**config.mk**
```make
export PLATFORM = sky130hd
export DESIGN_NAME = drift_corrected_clock_alarm_timer_core
export DESIGN_NICKNAME = d
export VERILOG_FILES = /design/src/rtl/core/dcat_pkg.sv /design/src/rtl/core/dcat_cfg.sv /design/src/rtl/core/dcat_step.sv /design/src/rtl/core/drift_corrected_clock_alarm_timer_core.sv
export SDC_FILE = /design/constraint.sdc
export NUM_CORES = 1
export LEC_CHECK = 0
export BUFFER_PORTS_ARGS = -buffer_cell sky130_fd_sc_hd__buf_2
export CORE_MARGIN = 2
export CORE_UTILIZATION = 62
export DETAILED_ROUTE_END_ITERATION = 6
export HOLD_SLACK_MARGIN = 0.12
export PLACE_DENSITY = 0.81
export SLEW_MARGIN = 20
export SYNTH_ARGS = -nofsm -noshare
export SYNTH_HDL_FRONTEND = slang
export SYNTH_HIERARCHICAL = 1
export SYNTH_SLANG_ARGS = --single-unit
export TNS_END_PERCENT = 100
```
**constraint.sdc**
```tcl
create_clock -name clk -period 5 [get_ports clk]
set_input_delay 0.75 -clock clk [delete_from_list [all_inputs] [get_ports clk]]
set_output_delay 0.75 -clock clk [all_outputs]
set_load 0.005 [all_outputs]
```
**src/rtl/core/dcat_pkg.sv**
```systemverilog
`default_nettype none
// ----------------------------------------------------------------------------
// dcat_pkg : shared types and constants for the drift corrected clock/alarm
// Payload structs, state record, register indexes and small lookup functions.
// ----------------------------------------------------------------------------
package dcat_pkg;

  localparam int NumAlarm = 5;

  // op codes of an input item
  localparam logic [1:0] OP_TICK = 2'd0;
  localparam logic [1:0] OP_EDGE = 2'd1;
  localparam logic [1:0] OP_POLL = 2'd2;

  // menu result codes
  localparam logic [1:0] MENU_IDLE     = 2'd0;
  localparam logic [1:0] MENU_SELECTED = 2'd1;
  localparam logic [1:0] MENU_TIMEOUT  = 2'd2;

  // configuration register indexes
  localparam logic [2:0] CFG_ALARM_0 = 3'd0;
  localparam logic [2:0] CFG_ALARM_1 = 3'd1;
  localparam logic [2:0] CFG_ALARM_2 = 3'd2;
  localparam logic [2:0] CFG_ALARM_3 = 3'd3;
  localparam logic [2:0] CFG_ALARM_4 = 3'd4;
  localparam logic [2:0] CFG_GAP     = 3'd5;

  localparam logic [6:0] MINUTES_PER_HOUR = 7'd60;
  localparam logic [4:0] HOURS_PER_DAY    = 5'd24;
  localparam logic [6:0] FIX_EVERY_THIRD  = 7'd2;
  localparam logic [6:0] FIX_SEVENTH      = 7'd5;
  localparam logic [2:0] FIX_HOUR_COUNT   = 3'd7;

  localparam logic [5:0] RESET_MINUTE = 6'd9;
  localparam logic [4:0] RESET_HOUR   = 5'd18;

  typedef struct packed {
    logic [1:0] op;
    logic       button_pressed;
  } item_t;

  typedef struct packed {
    logic       menu_opened;
    logic       alarm_fired;
    logic [1:0] menu_result;
    logic [7:0] press_count;
    logic       show_time;
    logic [2:0] hour_fives;
    logic [2:0] hour_ones;
    logic [2:0] ten_minute_blinks;
    logic [7:0] armed_minutes;
    logic [4:0] hour;
    logic [5:0] minute;
  } result_t;

  typedef struct packed {
    logic [NumAlarm-1:0][7:0] alarm_minutes;
    logic [6:0]               menu_gap_polls;
  } cfg_t;

  typedef struct packed {
    logic [2:0] tick_eighths;
    logic [5:0] clock_minute;
    logic [4:0] clock_hour;
    logic [2:0] hours_since_fix;
    logic       alarm_enabled;
    logic [7:0] alarm_period;
    logic [2:0] alarm_eighths;
    logic [7:0] alarm_elapsed;
    logic       edge_parity;
    logic       menu_active;
    logic [7:0] poll_count;
    logic [7:0] last_press_poll;
    logic [7:0] presses;
  } state_t;

  localparam state_t STATE_RESET = '{
    tick_eighths:    3'd0,
    clock_minute:    RESET_MINUTE,
    clock_hour:      RESET_HOUR,
    hours_since_fix: 3'd0,
    alarm_enabled:   1'b0,
    alarm_period:    8'd0,
    alarm_eighths:   3'd0,
    alarm_elapsed:   8'd0,
    edge_parity:     1'b0,
    menu_active:     1'b0,
    poll_count:      8'd0,
    last_press_poll: 8'd0,
    presses:         8'd0
  };

  // hour is at most 24 here
  function automatic logic hour_third(input logic [4:0] h);
    logic r;
    case (h) inside
      5'd0, 5'd3, 5'd6, 5'd9, 5'd12, 5'd15, 5'd18, 5'd21, 5'd24: r = 1'b1;
      default: r = 1'b0;
    endcase
    return r;
  endfunction

  function automatic logic [2:0] hour_fives_of(input logic [4:0] h);
    logic [2:0] r;
    case (h) inside
      [5'd0:5'd4]:   r = 3'd0;
      [5'd5:5'd9]:   r = 3'd1;
      [5'd10:5'd14]: r = 3'd2;
      [5'd15:5'd19]: r = 3'd3;
      [5'd20:5'd24]: r = 3'd4;
      default:       r = 3'd5;
    endcase
    return r;
  endfunction

  function automatic logic [2:0] hour_ones_of(input logic [4:0] h);
    logic [2:0] f;
    logic [4:0] base;
    f    = hour_fives_of(h);
    base = {f, 2'b00} + {2'b00, f};
    return 3'(h - base);
  endfunction

  // minute / 10 + 1, modulo 8
  function automatic logic [2:0] ten_blinks_of(input logic [5:0] m);
    logic [2:0] r;
    case (m) inside
      [6'd0:6'd9]:   r = 3'd1;
      [6'd10:6'd19]: r = 3'd2;
      [6'd20:6'd29]: r = 3'd3;
      [6'd30:6'd39]: r = 3'd4;
      [6'd40:6'd49]: r = 3'd5;
      [6'd50:6'd59]: r = 3'd6;
      default:       r = 3'd7;
    endcase
    return r;
  endfunction

endpackage
`default_nettype wire

```
**src/rtl/core/dcat_cfg.sv**
```systemverilog
`default_nettype none
// ----------------------------------------------------------------------------
// dcat_cfg : configuration register file
// Alarm length table and menu gap, written through a plain write port.
// ----------------------------------------------------------------------------
module dcat_cfg (
  input  wire logic          clk,
  input  wire logic          rst,
  input  wire logic          cfg_we,
  input  wire logic [2:0]    cfg_index,
  input  wire logic [7:0]    cfg_data,
  output dcat_pkg::cfg_t     cfg
);

  always_ff @(posedge clk) begin
    if (rst) begin
      cfg.alarm_minutes[0] <= 8'd3;
      cfg.alarm_minutes[1] <= 8'd8;
      cfg.alarm_minutes[2] <= 8'd15;
      cfg.alarm_minutes[3] <= 8'd30;
      cfg.alarm_minutes[4] <= 8'd60;
      cfg.menu_gap_polls   <= 7'd8;
    end else if (cfg_we) begin
      case (cfg_index)
        dcat_pkg::CFG_ALARM_0: cfg.alarm_minutes[0] <= cfg_data;
        dcat_pkg::CFG_ALARM_1: cfg.alarm_minutes[1] <= cfg_data;
        dcat_pkg::CFG_ALARM_2: cfg.alarm_minutes[2] <= cfg_data;
        dcat_pkg::CFG_ALARM_3: cfg.alarm_minutes[3] <= cfg_data;
        dcat_pkg::CFG_ALARM_4: cfg.alarm_minutes[4] <= cfg_data;
        dcat_pkg::CFG_GAP:     cfg.menu_gap_polls   <= cfg_data[6:0];
        default: ;
      endcase
    end
  end

endmodule
`default_nettype wire

```
**src/rtl/core/dcat_step.sv**
```systemverilog
`default_nettype none
// ----------------------------------------------------------------------------
// dcat_step : next-state and result logic for one item
// Tick, button edge and menu poll handling in one combinational pass.
// ----------------------------------------------------------------------------
module dcat_step (
  input  wire dcat_pkg::state_t  state,
  input  wire dcat_pkg::item_t   item,
  input  wire dcat_pkg::cfg_t    cfg,
  output dcat_pkg::state_t       state_next,
  output dcat_pkg::result_t      result
);

  logic [6:0] m;
  logic [4:0] h;
  logic [7:0] lapse;
  logic [8:0] gap3;
  logic [7:0] presses_inc;
  logic       sel_done;
  logic       sel_timeout;
  logic [7:0] period;
  logic [2:0] table_idx;

  always_comb begin
    state_next  = state;
    result      = '0;
    m           = {1'b0, state.clock_minute};
    h           = state.clock_hour;
    lapse       = '0;
    gap3        = {2'b00, cfg.menu_gap_polls} + {1'b0, cfg.menu_gap_polls, 1'b0};
    presses_inc = state.presses + 8'd1;
    sel_done    = 1'b0;
    sel_timeout = 1'b0;
    period      = cfg.alarm_minutes[0];
    table_idx   = 3'(presses_inc - 8'd2);

    case (item.op)
      dcat_pkg::OP_TICK: begin
        if (!state.menu_active) begin
          state_next.tick_eighths = state.tick_eighths + 3'd1;
          if (state_next.tick_eighths == 3'd0) m = m + 7'd1;
          if (m >= dcat_pkg::MINUTES_PER_HOUR) begin
            h = state.clock_hour + 5'd1;
            state_next.hours_since_fix = state.hours_since_fix + 3'd1;
            if (dcat_pkg::hour_third(h)) m = m + dcat_pkg::FIX_EVERY_THIRD;
            if (state_next.hours_since_fix == dcat_pkg::FIX_HOUR_COUNT) begin
              m = m + dcat_pkg::FIX_SEVENTH;
              state_next.hours_since_fix = 3'd0;
            end
            if (m >= dcat_pkg::MINUTES_PER_HOUR) m = m - dcat_pkg::MINUTES_PER_HOUR;
            if (h >= dcat_pkg::HOURS_PER_DAY) h = 5'd0;
          end
          state_next.clock_minute = m[5:0];
          state_next.clock_hour   = h;

          if (state.alarm_enabled) begin
            state_next.alarm_eighths = state.alarm_eighths + 3'd1;
            if (state_next.alarm_eighths == 3'd0)
              state_next.alarm_elapsed = state.alarm_elapsed + 8'd1;
            if (state_next.alarm_elapsed == state.alarm_period) begin
              result.alarm_fired       = 1'b1;
              state_next.alarm_enabled = 1'b0;
              state_next.alarm_elapsed = 8'd0;
            end
          end
        end
      end

      dcat_pkg::OP_EDGE: begin
        if (!state.menu_active) begin
          state_next.edge_parity = ~state.edge_parity;
          if (!state_next.edge_parity) begin
            state_next.menu_active     = 1'b1;
            state_next.poll_count      = 8'd0;
            state_next.last_press_poll = 8'd0;
            result.menu_opened         = 1'b1;
          end
        end
      end

      dcat_pkg::OP_POLL: begin
        if (state.menu_active) begin
          state_next.poll_count = state.poll_count + 8'd1;
          lapse = state_next.poll_count - state.last_press_poll;
          // both tests look at the press count before this poll's sample
          sel_done    = (lapse > {1'b0, cfg.menu_gap_polls}) && (state.presses != 8'd0);
          sel_timeout = ({1'b0, lapse} > gap3) && (state.presses == 8'd0);
          if (item.button_pressed) begin
            state_next.presses         = presses_inc;
            state_next.last_press_poll = state_next.poll_count;
          end
          if (sel_timeout) begin
            state_next.menu_active = 1'b0;
            result.menu_result     = dcat_pkg::MENU_TIMEOUT;
          end else if (sel_done) begin
            state_next.menu_active = 1'b0;
            result.menu_result     = dcat_pkg::MENU_SELECTED;
            result.press_count     = state_next.presses;
            if (state_next.presses == 8'd1) begin
              result.show_time         = 1'b1;
              result.hour_fives        = dcat_pkg::hour_fives_of(state.clock_hour);
              result.hour_ones         = dcat_pkg::hour_ones_of(state.clock_hour);
              result.ten_minute_blinks = dcat_pkg::ten_blinks_of(state.clock_minute);
            end else begin
              table_idx = 3'(state_next.presses - 8'd2);
              // wrapped-to-zero and seven-plus counts use the first entry
              if (state_next.presses >= 8'd2 && state_next.presses <= 8'd6)
                period = cfg.alarm_minutes[table_idx];
              state_next.alarm_enabled = 1'b1;
              state_next.alarm_period  = period;
              state_next.alarm_elapsed = 8'd0;
              result.armed_minutes     = period;
            end
            state_next.presses = 8'd0;
          end
        end
      end

      default: ;
    endcase

    result.hour   = state_next.clock_hour;
    result.minute = state_next.clock_minute;
  end

endmodule
`default_nettype wire

```
**src/rtl/core/drift_corrected_clock_alarm_timer_core.sv**
```systemverilog
`default_nettype none
// ----------------------------------------------------------------------------
// drift_corrected_clock_alarm_timer_core : clock, one-shot alarm and menu
// Time of day with hourly drift fixes, minute alarm and press-count menu.
// ----------------------------------------------------------------------------
// Usage:
//   item channel   : item_valid / item_stall / item (op, button_pressed).
//                    op selects a watchdog tick, a button edge or a menu poll.
//   result channel : result_valid / result_stall / result, one result for
//                    every item, carrying the time of day after that item.
//   cfg port       : cfg_we / cfg_index / cfg_data, alarm table and menu gap.
//                    Write only while no item is in flight.
//   An item transfer fills the input register; result_valid rises when it
//   moves on into the result register. Throughput is one item per cycle
//   unless result_stall holds: the input register feeds a combinational
//   update of the state registers, which loads the result register.
//   When result_stall holds a full result register, the input register is
//   kept and item_stall rises once it is occupied; nothing is dropped.
//   Synchronous reset empties both registers and returns the clock to 18:09
//   with the alarm off, the menu closed and the configuration at defaults.
// ----------------------------------------------------------------------------
module drift_corrected_clock_alarm_timer_core (
  input  wire logic              clk,
  input  wire logic              rst,
  input  wire logic              item_valid,
  output logic                   item_stall,
  input  wire dcat_pkg::item_t   item,
  output logic                   result_valid,
  input  wire logic              result_stall,
  output dcat_pkg::result_t      result,
  input  wire logic              cfg_we,
  input  wire logic [2:0]        cfg_index,
  input  wire logic [7:0]        cfg_data
);

  dcat_pkg::cfg_t    cfg;
  dcat_pkg::state_t  state;
  dcat_pkg::state_t  state_next;
  dcat_pkg::result_t step_result;
  dcat_pkg::item_t   stage_item;
  logic              stage_valid;
  logic              advance;

  dcat_cfg u_cfg (
    .clk       (clk),
    .rst       (rst),
    .cfg_we    (cfg_we),
    .cfg_index (cfg_index),
    .cfg_data  (cfg_data),
    .cfg       (cfg)
  );

  dcat_step u_step (
    .state      (state),
    .item       (stage_item),
    .cfg        (cfg),
    .state_next (state_next),
    .result     (step_result)
  );

  assign advance    = !result_valid || !result_stall;
  assign item_stall = stage_valid && !advance;

  always_ff @(posedge clk) begin
    if (rst) begin
      stage_valid <= 1'b0;
    end else if (item_valid && !item_stall) begin
      stage_valid <= 1'b1;
    end else if (advance) begin
      stage_valid <= 1'b0;
    end
  end

  always_ff @(posedge clk) begin
    if (item_valid && !item_stall) begin
      stage_item <= item;
    end
  end

  always_ff @(posedge clk) begin
    if (rst) begin
      result_valid <= 1'b0;
    end else if (advance) begin
      result_valid <= stage_valid;
    end
  end

  always_ff @(posedge clk) begin
    if (advance && stage_valid) begin
      result <= step_result;
    end
  end

  always_ff @(posedge clk) begin
    if (rst) begin
      state <= dcat_pkg::STATE_RESET;
    end else if (advance && stage_valid) begin
      state <= state_next;
    end
  end

  // a pending item must wait while a finished result is held
  a_hold_stage: assert property (@(posedge clk) disable iff (rst)
    (stage_valid && result_valid && result_stall) |-> item_stall)
    else $error("input register not held behind a stalled result");

  a_result_follows: assert property (@(posedge clk) disable iff (rst)
    (stage_valid && advance) |=> result_valid)
    else $error("processed item produced no result");

  a_fire_disarms: assert property (@(posedge clk) disable iff (rst)
    (result_valid && result.alarm_fired) |-> !state.alarm_enabled)
    else $error("alarm still armed after firing");

  a_open_menu: assert property (@(posedge clk) disable iff (rst)
    (result_valid && result.menu_opened) |-> (state.menu_active && !state.edge_parity))
    else $error("menu open cue without open menu");

  a_time_range: assert property (@(posedge clk) disable iff (rst)
    (state.clock_minute < 6'd60) && (state.clock_hour < 5'd24))
    else $error("time of day out of range");

endmodule
`default_nettype wire
```
== After elaboration in Yosys (flattened, before gate mapping) ==
Cells that the tools add are included.

* Bits in registers: 156
* Word-level logic and storage cells: 258

* Add/subtract/negate cells: 16
* Magnitude comparators: 30
* Equality and inequality tests: 27
* Multiplexer cells: 80
* Bitwise gates (word level): 9
* Reductions and logical operators: 59

{| class="wikitable"
|+ Operators by type and width
! kind !! number
|-
| 8-bit two-way mux || 16
|-
| 7-bit two-way mux || 11
|-
| 16-bit two-way mux || 3
|-
| 3-bit two-way mux || 16
|-
| 9-bit two-way mux || 4
|-
| 17-bit two-way mux || 2
|-
| 17-bit one-hot mux with 2 select lines || 1
|-
| 27-bit two-way mux || 1
|-
| 25-bit two-way mux || 1
|-
| 8-bit by 1-bit adder with 8-bit output (second input constant) || 3
|-
| 8-bit binary-select mux with 3-bit select || 1
|-
| 6-bit <= comparator (second input constant) || 3
|-
| 1-bit logical AND || 17
|-
| 2-bit != test (second input constant) || 8
|-
| 8-bit one-hot mux with 2 select lines || 1
|-
| 2-bit AND reduction || 8
|-
| 5-bit by 4-bit equality test with 1-bit output (second input constant) || 3
|-
| 5-bit equality test (second input constant) || 3
|-
| 15-bit two-way mux || 1
|-
| 7-bit by 6-bit greater-or-equal comparator with 1-bit output (second input constant) || 2
|-
| 1-bit two-way mux || 14
|-
| 14-bit two-way mux || 1
|-
| 6-bit by 5-bit greater-or-equal comparator with 1-bit output (second input constant) || 2
|-
| 6-bit greater-or-equal comparator (second input constant) || 2
|-
| 64 further kinds || 97
|}

== Longest topological paths before layout ==
* Depth in word-level cells: 23
* Depth in mapped cells: 20
* Gate-level depth less buffers: 20

== Modules after synthesis ==
The synthesis kept the hierarchy.

{| class="wikitable"
|+ By module, submodules not included
! module !! times used !! cells an instance !! area each (µm²) !! seq. area each (µm²)
|-
| dcat_step || 1 || 726 || 4613.2 || 0.0
|-
| drift_corrected_clock_alarm_timer_core || 1 || 327 || 4265.3 || 2622.5
|-
| dcat_cfg || 1 || 175 || 1881.8 || 940.9
|}

== Least setup slack after synthesis ==
No wires, ideal clock.

* Kind: register -> register
* From: reg, netlist name state[49]
* To: reg, netlist name state[56]
* Arrival time: 3983 ps
* Required time: 4875 ps
* Setup slack: 892 ps
* Cell stages (with the launch flop): 21
* Buffers on the path: 2
* Clock period less this slack: 4108 ps
* Cells stage by stage: dfxtp_1 ha_1 and3_1 ha_1 buf_1 o21ai_0 and2_1 o21ai_2 nand2_2 xnor2_1 ha_1 nor2_1 xnor2_1 ha_1 a22oi_1 o31a_1 xnor2_1 o31a_1 buf_4 nand2b_1 mux2i_1

==> reports/summary.txt <==
Hold Violations, Final - 0
Syn-to-layout area delta - 6.98%
die height - 136 um
Final Max Slew Viols - 0
WP buf/inv - 0
Crit Path Class - flop to flop
reg2reg end - state[57]
Critical Path Most Common Cell - ha_1
worst-case vdd ir drop - 268 uV
post-synth top area share - 20.8%
Worst setup EP type - flop
H-Tree Depth - 4
Synth Instances - 1228
WHS Endpoint - u_cfg/cfg[27]
die area - 18400 um^2
syn nets - 1309
core box area - 17100 um^2
GRT Total Usage - 25.5%
Worst Max-Slew Pin Slew - 871 ps
IO Port Bufs - 61
Detailed Route WL - 23200 um
sequential share of power - 48.7%
RR Startpoint - state[50]
pin count of the biggest net entering global routing - 118
CTS Buf Count - 17
worst path cell trace - ha_1 -> and3_1 -> ha_1 -> o21ai_0 -> and2_1 -> o21ai_2 -> nand2_2 -> xnor2_1 -> ha_1 -> nor2_1 -> xnor2_1 -> ha_1 -> a22oi_1 -> o31a_1 -> mux2i_1 -> o21ai_1 -> nor2_1 -> mux2i_1
grt total ovfl - 0
clock latency on the worst-skew pair - 430 ps
clk buf depth - 2
result of the run - completed
Iter 0 DRT Violations - 539
Worst EP required - 5300 ps
Die X - 136 um
number of synthesized flops with an enable pin - 44
Area after DPL - 11000 um^2
synth top area cells - dfxtp_1 21%, edfxtp_1 12%, mux2i_1 11%
depth of the worst hold-timing path - 2
Final nets - 1316
async set-reset flop share out of synthesis - 0%
CTS Sinks - 156
Sw Pwr - 0.696 mW
CP max stage delay - 410 ps
Core Rows - 48
post-route insts no fill - 1473
Clock Pin Slew Worst Setup and Hold Paths - 60 ps
critical path's slowest cell - dfxtp_1
r2r setup slk - 610 ps
TritonRoute pass-1 iters - 5
# DRC - 0
leading area contributor after synthesis - dfxtp_1
Post-Place Cells - 1441
CP delay by family, top - adder cells
dpl hpwl - 16000 um
Root Driver - clkbuf_16
leak pwr - 4.65 nW
Max Clk Rate - 0.228 GHz
crit path max fanout - 11
final antenna-violating net count - 0
Crit path arrival time - 4690 ps
final setup vio count - 0
hold_ws - 480 ps
first-pass GRT wire length - 38000 um
worst reg-to-reg path cell count - 18
Top FF cell, synth - dfxtp_1
CTS tree - yes
Boundary Pins - 62
Worst setup SP type - flop
commonest non-fill, non-tap cell in the layout - nand2b_1
internal power - 2.05 mW
unrepaired setup endpoints after global routing - no
Tcrit/Tclk final - 87.9%
Avg Vias per Cell - 5.83
min-delay src - u_cfg/cfg[27]
Distinct cells, synth - 75
antenna violations before repair - 0
Slew headroom - 41.8%
Final min period - 4390 ps
fillcell total - 1373
Gate power share - 6.8%
hold crit path type - flop to flop
post-DR wirelength/cell - 15.7 um
post-CTS setup buffers - 0
flops & latches, synth - 156
Vias - 8584
share of layout cells above drive strength 1 - 9.86%
routability congestion estimate - 0.945
hold_buf cts - 0
Mapped Area - 10800 um^2
Power Density - 239 nW/um^2
Clk network pwr share - 44.5%
Ys Warns - 6
most frequent cells in the layout - 167 x nand2b_1, 116 x mux2i_1, 112 x dfxtp_1, 107 x nand2_1, 84 x nor2_1
initial core utilization - 62.9%
via count of the first global-routing pass - 7966
Antenna diodes - 0
post_cts resized - 0
maxcap violations - 0
Seq/Total Area, Yosys - 33.1%
setup TNS - 0 ps
Synth Area per Inst - 8.76 um^2
clk_skew - 7.43 ps
Design Area, Final - 11500 um^2
sw frac - 25.3%
[Yosys cell counts (all sizes together) (32+ instances only)]
cell type / number
a21oi: 44
buf: 32
clkbuf: 49
dfxtp: 112
edfxtp: 44
ha: 59
inv: 54
mux2i: 116
nand2: 108
nand2b: 167
nand3: 37
nor2: 85
o21ai: 53
xnor2: 33
[sequential cells by signal (all words and copies together) (netlist names)]
signal and count:
state 63, stage_valid 1, result 41, stage_item 3, u_cfg/cfg 47, result_valid 1
[layer usage]
metal | GRT usage (%) | routed length (um) | vias to the layer above
met5 | 0 | 0 | -
met4 | 9.55 | 537 | 0
met3 | 3.82 | 1090 | 44
met2 | 42.1 | 10900 | 212
met1 | 34.0 | 10700 | 4052
li1 | - | - | 4276
[area by class of cell]
cell class	instances	area [um^2]	share of cell area [%]
Clock inverter	14	128	1.11
Multi-Input combinational cell	937	6530	56.7
Clock buffer	18	429	3.73
Sequential cell	156	3560	31.0
Tap cell	225	282	2.45
Timing Repair Buffer	69	380	3.30
Inverter	54	203	1.76
[cells by family after synthesis]
group / Yosys count / synth area share, %
xor gates and xnor gates: 65 / 5.56
DFF: 156 / 33.1
muxes: 119 / 11.1
and+or+nand+nor: 493 / 24.2
adders and majority gates: 62 / 7.42
buffers and inverters: 135 / 6.34
AOI/OAI and AO/OA: 198 / 12.3
[worst max path at each step]
stage	depth (start not counted)	endpoint	startpoint	slack (ps)
finish	18	state[57]	state[50]	610
global route	18	state[56]	state[50]	280
CTS	17	state[57]	state[60]	630
detailed placement	17	state[56]	state[60]	670
global placement	17	state[56]	state[60]	780
floorplan	20	state[56]	state[49]	890
[worst reg2reg max path, stage by stage, from the launching register on]
cell     delay, ps
dfxtp_1        410
ha_1           310
and3_1         210
ha_1           410
o21ai_0        180
and2_1         210
o21ai_2        240
nand2_2        160
xnor2_1        250
ha_1           210
nor2_1          60
xnor2_1        390
ha_1           280
a22oi_1         80
o31a_1         310
mux2i_1        240
o21ai_1        110
nor2_1         120
mux2i_1         80
[power groups by stage]
stage	Combinational (mW)	Sequential, mW	Clock, mW
6_report	0.188	1.34	1.22
5_1_grt	0.204	1.34	1.29
3_5_place_dp	0.186	1.37	0
3_3_place_gp	0.183	1.37	0
4_1_cts	0.187	1.34	1.25
2_1_floorplan	0.146	1.36	0
[through the flow]
step / util (%) / total power, mW / worst slack (ps)
CTS: 67.3 / 2.77 / 631
floorplan: - / 1.51 / 892
global route: 67.3 / 2.84 / 277
finish: 67.3 / 2.75 / 606
global placement: 64.0 / 1.55 / 783
detailed placement: 64.0 / 1.55 / 668
Note: power is estimated with default switching activity, not from simulation.
